==> config.mk <==
export PLATFORM = sky130hd
export DESIGN_NAME = gskrf_ctrl
export DESIGN_NICKNAME = d
export VERILOG_FILES = /design/src/gskrf_pkg.sv /design/src/gskrf_ctrl.sv
export SDC_FILE = /design/constraint.sdc
export NUM_CORES = 1
export LEC_CHECK = 0
export ABC_CLOCK_PERIOD_IN_PS = 1800
export BUFFER_PORTS_ARGS = -buffer_cell sky130_fd_sc_hd__buf_2
export CAP_MARGIN = 20
export CELL_PAD_IN_SITES_DETAIL_PLACEMENT = 1
export CELL_PAD_IN_SITES_GLOBAL_PLACEMENT = 2
export CORE_MARGIN = 2
export CORE_UTILIZATION = 28
export CTS_CLUSTER_DIAMETER = 150
export CTS_CLUSTER_SIZE = 10
export DETAILED_ROUTE_END_ITERATION = 6
export GPL_TIMING_DRIVEN = 0
export HOLD_SLACK_MARGIN = 0.15
export PLACE_DENSITY = 0.82
export SLEW_MARGIN = 25
export SYNTH_ARGS = -nofsm -noshare
export SYNTH_HDL_FRONTEND = slang
export SYNTH_SLANG_ARGS = --single-unit
==> constraint.sdc <==
create_clock -name clock -period 1.8 [get_ports clock]
set_input_delay 0.18 -clock clock [delete_from_list [all_inputs] [get_ports clock]]
set_output_delay 0.18 -clock clock [all_outputs]
set_load 0.01 [all_outputs]
==> src/gskrf_pkg.sv <==
// Shared constants, types and helpers of the gated scalar Kalman range filter.
package gskrf_pkg;

   // Datapath widths
   localparam int NUM_W     = 56;               // gain numerator, sb * C
   localparam int DEN_W     = 48;               // gain denominator
   localparam int QUO_W     = 32;               // gain K, Q16.16
   localparam int DIV_CNT_W = $clog2(QUO_W);
   localparam int OP_W      = 4;

   // Multiply steps, in issue order
   localparam logic [OP_W-1:0] OP_AMU = 4'd0;   // A * estimate     -> predicted mean
   localparam logic [OP_W-1:0] OP_AA  = 4'd1;   // A * A
   localparam logic [OP_W-1:0] OP_SB  = 4'd2;   // A^2 * variance   -> predicted variance
   localparam logic [OP_W-1:0] OP_CC  = 4'd3;   // C * C
   localparam logic [OP_W-1:0] OP_DEN = 4'd4;   // C^2 * sb         -> gain denominator
   localparam logic [OP_W-1:0] OP_NUM = 4'd5;   // sb * C           -> gain numerator
   localparam logic [OP_W-1:0] OP_CMU = 4'd6;   // C * mean         -> innovation
   localparam logic [OP_W-1:0] OP_KI  = 4'd7;   // K * innovation   -> new estimate
   localparam logic [OP_W-1:0] OP_KC  = 4'd8;   // K * C            -> variance factor
   localparam logic [OP_W-1:0] OP_FSB = 4'd9;   // factor * sb      -> new variance
   localparam logic [OP_W-1:0] OP_OUT = 4'd10;  // estimate * scale -> result

   // Configuration register indexes
   localparam int CSR_IDX_W  = 3;
   localparam int CSR_DATA_W = 32;
   localparam logic [CSR_IDX_W-1:0] CSR_STATE_GAIN     = 3'd0;
   localparam logic [CSR_IDX_W-1:0] CSR_MEASURE_GAIN   = 3'd1;
   localparam logic [CSR_IDX_W-1:0] CSR_PROCESS_NOISE  = 3'd2;
   localparam logic [CSR_IDX_W-1:0] CSR_MEASURE_NOISE  = 3'd3;
   localparam logic [CSR_IDX_W-1:0] CSR_GRADIENT_LIMIT = 3'd4;
   localparam logic [CSR_IDX_W-1:0] CSR_OUTPUT_SCALE   = 3'd5;

   // Configuration reset values
   localparam logic [23:0] RST_STATE_GAIN     = 24'd65536;
   localparam logic [23:0] RST_MEASURE_GAIN   = 24'd65536;
   localparam logic [31:0] RST_PROCESS_NOISE  = 32'd134218;
   localparam logic [31:0] RST_MEASURE_NOISE  = 32'd1418262;
   localparam logic [15:0] RST_GRADIENT_LIMIT = 16'd100;
   localparam logic [23:0] RST_OUTPUT_SCALE   = 24'd65536;

   localparam logic signed [50:0] SAT_HI = 51'sd2147483647;
   localparam logic signed [50:0] SAT_LO = -51'sd2147483648;

   // Controller to datapath
   typedef struct packed {
      logic            load_sample;
      logic            shift_hist;
      logic            mul_issue;
      logic            round_en;
      logic            write_en;
      logic            div_start;
      logic [OP_W-1:0] op;
   } gskrf_cmd_type;

   // Datapath to controller
   typedef struct packed {
      logic use_sample;
      logic div_done;
      logic out_free;
   } gskrf_stat_type;

   // Clamp to the signed 32-bit range
   function automatic logic signed [31:0] sat32(input logic signed [50:0] v);
      logic signed [31:0] r;
      if (v > SAT_HI) begin
         r = 32'sh7FFFFFFF;
      end else if (v < SAT_LO) begin
         r = 32'sh80000000;
      end else begin
         r = v[31:0];
      end
      return r;
   endfunction

endpackage

==> src/gskrf_ctrl.sv <==
// Controller: sequences the gate test, the multiply steps and the gain division.
module gskrf_ctrl import gskrf_pkg::*; (
   input  logic           clock,
   input  logic           reset,
   input  logic           req_valid,
   output logic           req_ready,
   input  gskrf_stat_type stat,
   output gskrf_cmd_type  cmd
);

   localparam logic [2:0] ST_IDLE = 3'd0;
   localparam logic [2:0] ST_GATE = 3'd1;
   localparam logic [2:0] ST_MUL  = 3'd2;
   localparam logic [2:0] ST_RND  = 3'd3;
   localparam logic [2:0] ST_WB   = 3'd4;
   localparam logic [2:0] ST_DIVS = 3'd5;
   localparam logic [2:0] ST_DIVW = 3'd6;

   logic [2:0]      state_ff, state_in;
   logic [OP_W-1:0] op_ff, op_in;

   assign req_ready = (state_ff == ST_IDLE);

   // Next state and commands
   always_comb begin
      state_in = state_ff;
      op_in    = op_ff;
      cmd      = '0;
      cmd.op   = op_ff;
      case (state_ff)
         ST_IDLE: begin
            if (req_valid) begin
               cmd.load_sample = 1'b1;
               state_in        = ST_GATE;
            end
         end
         ST_GATE: begin
            // rejected item goes straight to the output step
            cmd.shift_hist = 1'b1;
            op_in          = stat.use_sample ? OP_AMU : OP_OUT;
            state_in       = ST_MUL;
         end
         ST_MUL: begin
            cmd.mul_issue = 1'b1;
            state_in      = ST_RND;
         end
         ST_RND: begin
            cmd.round_en = 1'b1;
            state_in     = ST_WB;
         end
         ST_WB: begin
            // hold the result until the output register is free
            if (op_ff != OP_OUT || stat.out_free) begin
               cmd.write_en = 1'b1;
               state_in     = ST_MUL;
               case (op_ff)
                  OP_AMU: op_in = OP_AA;
                  OP_AA:  op_in = OP_SB;
                  OP_SB:  op_in = OP_CC;
                  OP_CC:  op_in = OP_DEN;
                  OP_DEN: op_in = OP_NUM;
                  OP_NUM: op_in = OP_CMU;
                  OP_CMU: state_in = ST_DIVS;
                  OP_KI:  op_in = OP_KC;
                  OP_KC:  op_in = OP_FSB;
                  OP_FSB: op_in = OP_OUT;
                  OP_OUT: state_in = ST_IDLE;
                  default: state_in = ST_IDLE;
               endcase
            end
         end
         ST_DIVS: begin
            cmd.div_start = 1'b1;
            state_in      = ST_DIVW;
         end
         ST_DIVW: begin
            if (stat.div_done) begin
               op_in    = OP_KI;
               state_in = ST_MUL;
            end
         end
         default: state_in = ST_IDLE;
      endcase
   end

   always_ff @(posedge clock) begin
      if (reset) begin
         state_ff <= ST_IDLE;
         op_ff    <= OP_OUT;
      end else begin
         state_ff <= state_in;
         op_ff    <= op_in;
      end
   end

endmodule

# [Word level (Yosys, flattened, before mapping)]
# Cells that the tools add are included.
[totals] reg_bits=7 input_bits=6 out_inout_bits=11 elab_cells=47
[classes] eq_ne=20 n_mux=18 n_reduce_logical=7
[op_table] operator="$pmux W4 S9" n=1
[op_table] operator="$pmux W3 S7" n=1
[op_table] operator="$eq A4 B3 Y1 const B" n=4
[op_table] operator="$mux W4" n=3
[op_table] operator="$pmux W4 S3" n=1
[op_table] operator="$ne A10 B1 Y1 const B" n=1
[op_table] operator="$eq A3 B3 Y1 const B" n=3
[op_table] operator="$mux W3" n=3
[op_table] operator="$reduce_or A9 Y1" n=1
[op_table] operator="$eq A4 B2 Y1 const B" n=2
[op_table] operator="$eq A4 B4 Y1 const B" n=2
[op_table] operator="$mux W1" n=8
[op_table] operator="$eq A3 B2 Y1 const B" n=2
[op_table] operator="$ne A2 B2 Y1 const B" n=3
[op_table] operator="$pmux W3 S2" n=1
[op_table] operator="$eq A4 B1 Y1 const B" n=1
[op_table] operator="$logic_not A4 Y1" n=1
[op_table] operator="$ne A4 B4 Y1 const B" n=1
[op_table] operator="$reduce_and A4 Y1" n=1
[op_table] operator="$eq A3 B1 Y1 const B" n=1
[op_table] operator="$logic_not A3 Y1" n=1
[op_table] operator="$reduce_and A3 Y1" n=1
[op_table] operator="$reduce_bool A3 Y1" n=1
[op_table] operator="$logic_or A1 B1 Y1" n=1

# [Longest topological paths before layout]
[logic_depth] word_depth=5 depth_mapped=5 mapped_depth_nobuf=4

# [Worst setup path after synthesis]
# OpenSTA, ideal clock, no wires.
[synth_path] path_kind="register to register" from="register state_ff[0]" to="register op_ff[3]" setup_time_ns=0.126 arrival_ns=1.232 t_required_ns=1.674 path_slack_ns=0.442 path_stages_with_launch=6 n_path_buf=1 synth_period_minus_slack_ns=1.358 cell_sequence="dfxtp_1 buf_6 nor3b_2 a31oi_2 a2111oi_4 a21oi_2"
[synth_via] elab_chain_len=3 word_cells_on_any_way=9 classes_between="6 x eq/ne; 1 x mux; 2 x reduce/logical"
[synth_rtl] item="start: declaration" line_no="gskrf_ctrl.sv:19" text="logic [2:0] state_ff, state_in;"
[synth_rtl] item="start signal: assignment" line_no="gskrf_ctrl.sv:91" text="state_ff <= state_in;"
[synth_rtl] item="$eq A3 B3 Y1 or $eq A3 B1 Y1 (tied branches)" line_no="gskrf_ctrl.sv:30" text="case (state_ff)"
[synth_rtl] item="$ne A10 B1 Y1 (no source line), or another cell as far along"
[synth_rtl] item="$reduce_and A4 Y1 (no source line)"
[synth_rtl] item="end signal: assignment" line_no="gskrf_ctrl.sv:92" text="op_ff <= op_in;"
[synth_rtl] item="end: declaration" line_no="gskrf_ctrl.sv:20" text="logic [OP_W-1:0] op_ff, op_in;"
# Several ways; a longest one is shown, not always the timed one.
# A chain may end at the register's enable or synchronous reset.

==> results.sh <==
export IMPL_routabilityCongestion=0.736
export IMPL_antenna_found_initial=0
export IMPL_overflow=0
export IMPL_synth_edff_count=0
export IMPL_via_per_inst=5.33
export IMPL_finalSetupViolations=0
export IMPL_rr_endpoint="op_ff[3]$_SDFFE_PP1P_"
export IMPL_dpl_instance_area_sq_um=746
export IMPL_cts_setup_buffers=0
export IMPL_ys_types=41
export IMPL_cts_root_buffer="clkbuf_4"
export IMPL_drtIter0Drc=4
export IMPL_power_leakage_nw=0.312
export IMPL_netlist_area_leader_share_pct=22.0
export IMPL_io_pins=17
export IMPL_syn_nets=82
export IMPL_post_route_period_util_pct=89.0
export IMPL_clock_latency_ns=0.26
export IMPL_ctsHoldBuffers=0
export IMPL_fmax_ghz=0.624
export IMPL_wirelength_um=1670
export IMPL_drv_slew=0
export IMPL_die_x_um=51.6
export IMPL_initial_core_util_pct=29.3
export IMPL_fill_cells=281
export IMPL_synth_flop_cell="dfxtp_1"
export IMPL_synthArstFlopShare_pct=0
export IMPL_hpwl_um=1260
export IMPL_crit_required_ns=1.62
export IMPL_synth_commonest_cells="9 x nor2_1, 7 x dfxtp_1, 5 x nand2_1"
export IMPL_fin_area_sq_um=772
export IMPL_cpPeakStageDelay_ns=0.33
export IMPL_grt_max_degree=11
export IMPL_syn_area_per_cell_sq_um=8.36
export IMPL_critPathCaptureType="output port"
export IMPL_cts_resized=0
export IMPL_tightest_slew_ns=0.470
export IMPL_drc=0
export IMPL_grt_pass1_wl_um=2880
export IMPL_cp_start_kind="flop"
export IMPL_clockBufferDepth=2
export IMPL_powerDensity_mw_per_mm2=1330
export IMPL_post_route_min_period_ns=1.60
export IMPL_dieArea_sq_mm=0.00267
export IMPL_cts_sinks=7
export IMPL_synth_most_common_cell="nor2_1"
export IMPL_first_pass_iters=4
export IMPL_holdWs_ns=0.250
export IMPL_coreArea_sq_mm=0.00217
export IMPL_groute_usage_overall_pct=14.7
export IMPL_cts_htree_levels=1
export IMPL_slew_headroom_pct=68.7
export IMPL_cts_reportedPaths_clkPinSlew_ns=0.06
export IMPL_reg2reg_depth=5
export IMPL_hold_path_class="input port to flop"
export IMPL_synthTopCellsByArea="dfxtp_1 22%, nor2_1 5.3%, buf_6 5.3%, a2111oi_4 4.3%, nor3b_2 3.9%"
export IMPL_synthCells=76
export IMPL_yosys_warnings=0
export IMPL_diodes=0
export IMPL_reg2reg_slack_ns=0.37
export IMPL_postRouteAntennaNets=0
export IMPL_die_h_um=51.6
export IMPL_final_nets=102
export IMPL_drive_above_1_share_pct=35.8
export IMPL_hold_viol=0
export IMPL_tns_ns=0
export IMPL_area_growth_pct=21.5
export IMPL_rows=17
export IMPL_fin_skew_ns=0.00901
export IMPL_seq_area_frac_synth_pct=22.0
export IMPL_routed_via_count=655
export IMPL_cp_arrival_ns=1.42
export IMPL_io_buffer_count=15
export IMPL_syn_area_sq_um=636
export IMPL_outcome="finished clean"
export IMPL_hold_start="stat[2]"
export IMPL_maxCapViolCount=0
export IMPL_ir_drop_mv=0.479
export IMPL_worstHoldPathCells=3
export IMPL_slowest_stage="dfxtp_1"
export IMPL_route_detailed_wl_per_inst_um=13.6
export IMPL_cts_made_buffers=3
export IMPL_path_class="flop to output port"
export IMPL_crit_chain="buf_6, or2_2, nor2_1, and2_1, buf_2"
export IMPL_rr_startpoint="state_ff[2]$_SDFFE_PP0P_"
export IMPL_whs_endpoint="op_ff[1]$_SDFFE_PP1P_"
export IMPL_yosys_area_top_type="dfxtp_1"
export IMPL_ys_ff_latch=7
export IMPL_worst_path_max_fanout=10
export IMPL_cts_tree="built"
export IMPL_rsz0062_at_grt="no"
export IMPL_grt_pass1_vias=614
flip-flops by register name, summed over array words and instances, names as in the netlist:
register	count
op_ff	4
state_ff	3
cell type report:
class,instances,area [sq um],share of cell area (%)
multi-input combinational,60,433,56.1
sequential,7,140,18.2
timing repair buffer,15,75.1,9.72
buffer,7,52.6,6.81
tap,28,35.0,4.54
clock buffer,4,26.3,3.40
inverter,2,10.0,1.30
worst max-delay path by stage:
stage / startpoint / endpoint / cells past startpoint
after floorplan: state_ff[0]$_SDFFE_PP0P_ / op_ff[3]$_SDFFE_PP1P_ / 5
after global placement: state_ff[2]$_SDFFE_PP0P_ / op_ff[3]$_SDFFE_PP1P_ / 5
after detailed placement: state_ff[2]$_SDFFE_PP0P_ / op_ff[3]$_SDFFE_PP1P_ / 5
after CTS: state_ff[2]$_SDFFE_PP0P_ / cmd[9] / 5
after global routing: state_ff[2]$_SDFFE_PP0P_ / cmd[9] / 5
final: state_ff[2]$_SDFFE_PP0P_ / cmd[9] / 5
layout by cell type, fill, tap and decap left out, types with 3 or more instances in the layout:
cell type / count
buf_2: 18
nor2_1: 9
dfxtp_1: 7
nand2_1: 5
buf_6: 3
and2_1: 3
a21oi_1: 3
clkbuf_4: 3
logic make-up after synthesis:
| group | Yosys count | synth area share [%] |
|---|---|---|
| and+or+nand+nor | 37 | 37.6 |
| AOI/OAI and AO/OA | 21 | 27.4 |
| buffers and inverters | 9 | 9.84 |
| DFF | 7 | 22.0 |
| muxes | 1 | 1.57 |
| adders and majority gates | 1 | 1.57 |
layer usage:
metal  part of all wire [%]  GRT usage, %  vias to the layer above
met3                    6.6          5.17                        2
met4                    1.3          4.39                        0
met2                     47          23.9                       24
li1                       -             -                      316
met5                      0             0                        -
met1                     45          18.3                      313
power by group:
part           internal [mW]  leakage [nW]  switching, mW
Combinational          0.284         0.240          0.356
Sequential             0.198        0.0574         0.0382
Clock                 0.0851        0.0150         0.0649
worst max-delay path, delay by kind of cell (launching register included):
kind	cells	cell delay, ns
DFF	1	0.33
buffers and inverters	2	0.26
and+or+nand+nor	3	0.57
stage by stage:
step	total power [mW]	cells	utilization, %	setup slack [ns]
3_3_place_gp	0.880	119	34.4	0.400
2_1_floorplan	0.722	76	-	0.442
4_1_cts	1.05	123	35.6	0.176
5_1_grt	1.13	123	35.6	0.107
6_report	1.03	123	35.6	0.197
3_5_place_dp	0.887	119	34.4	0.371
(Power assumes the default switching activity.)
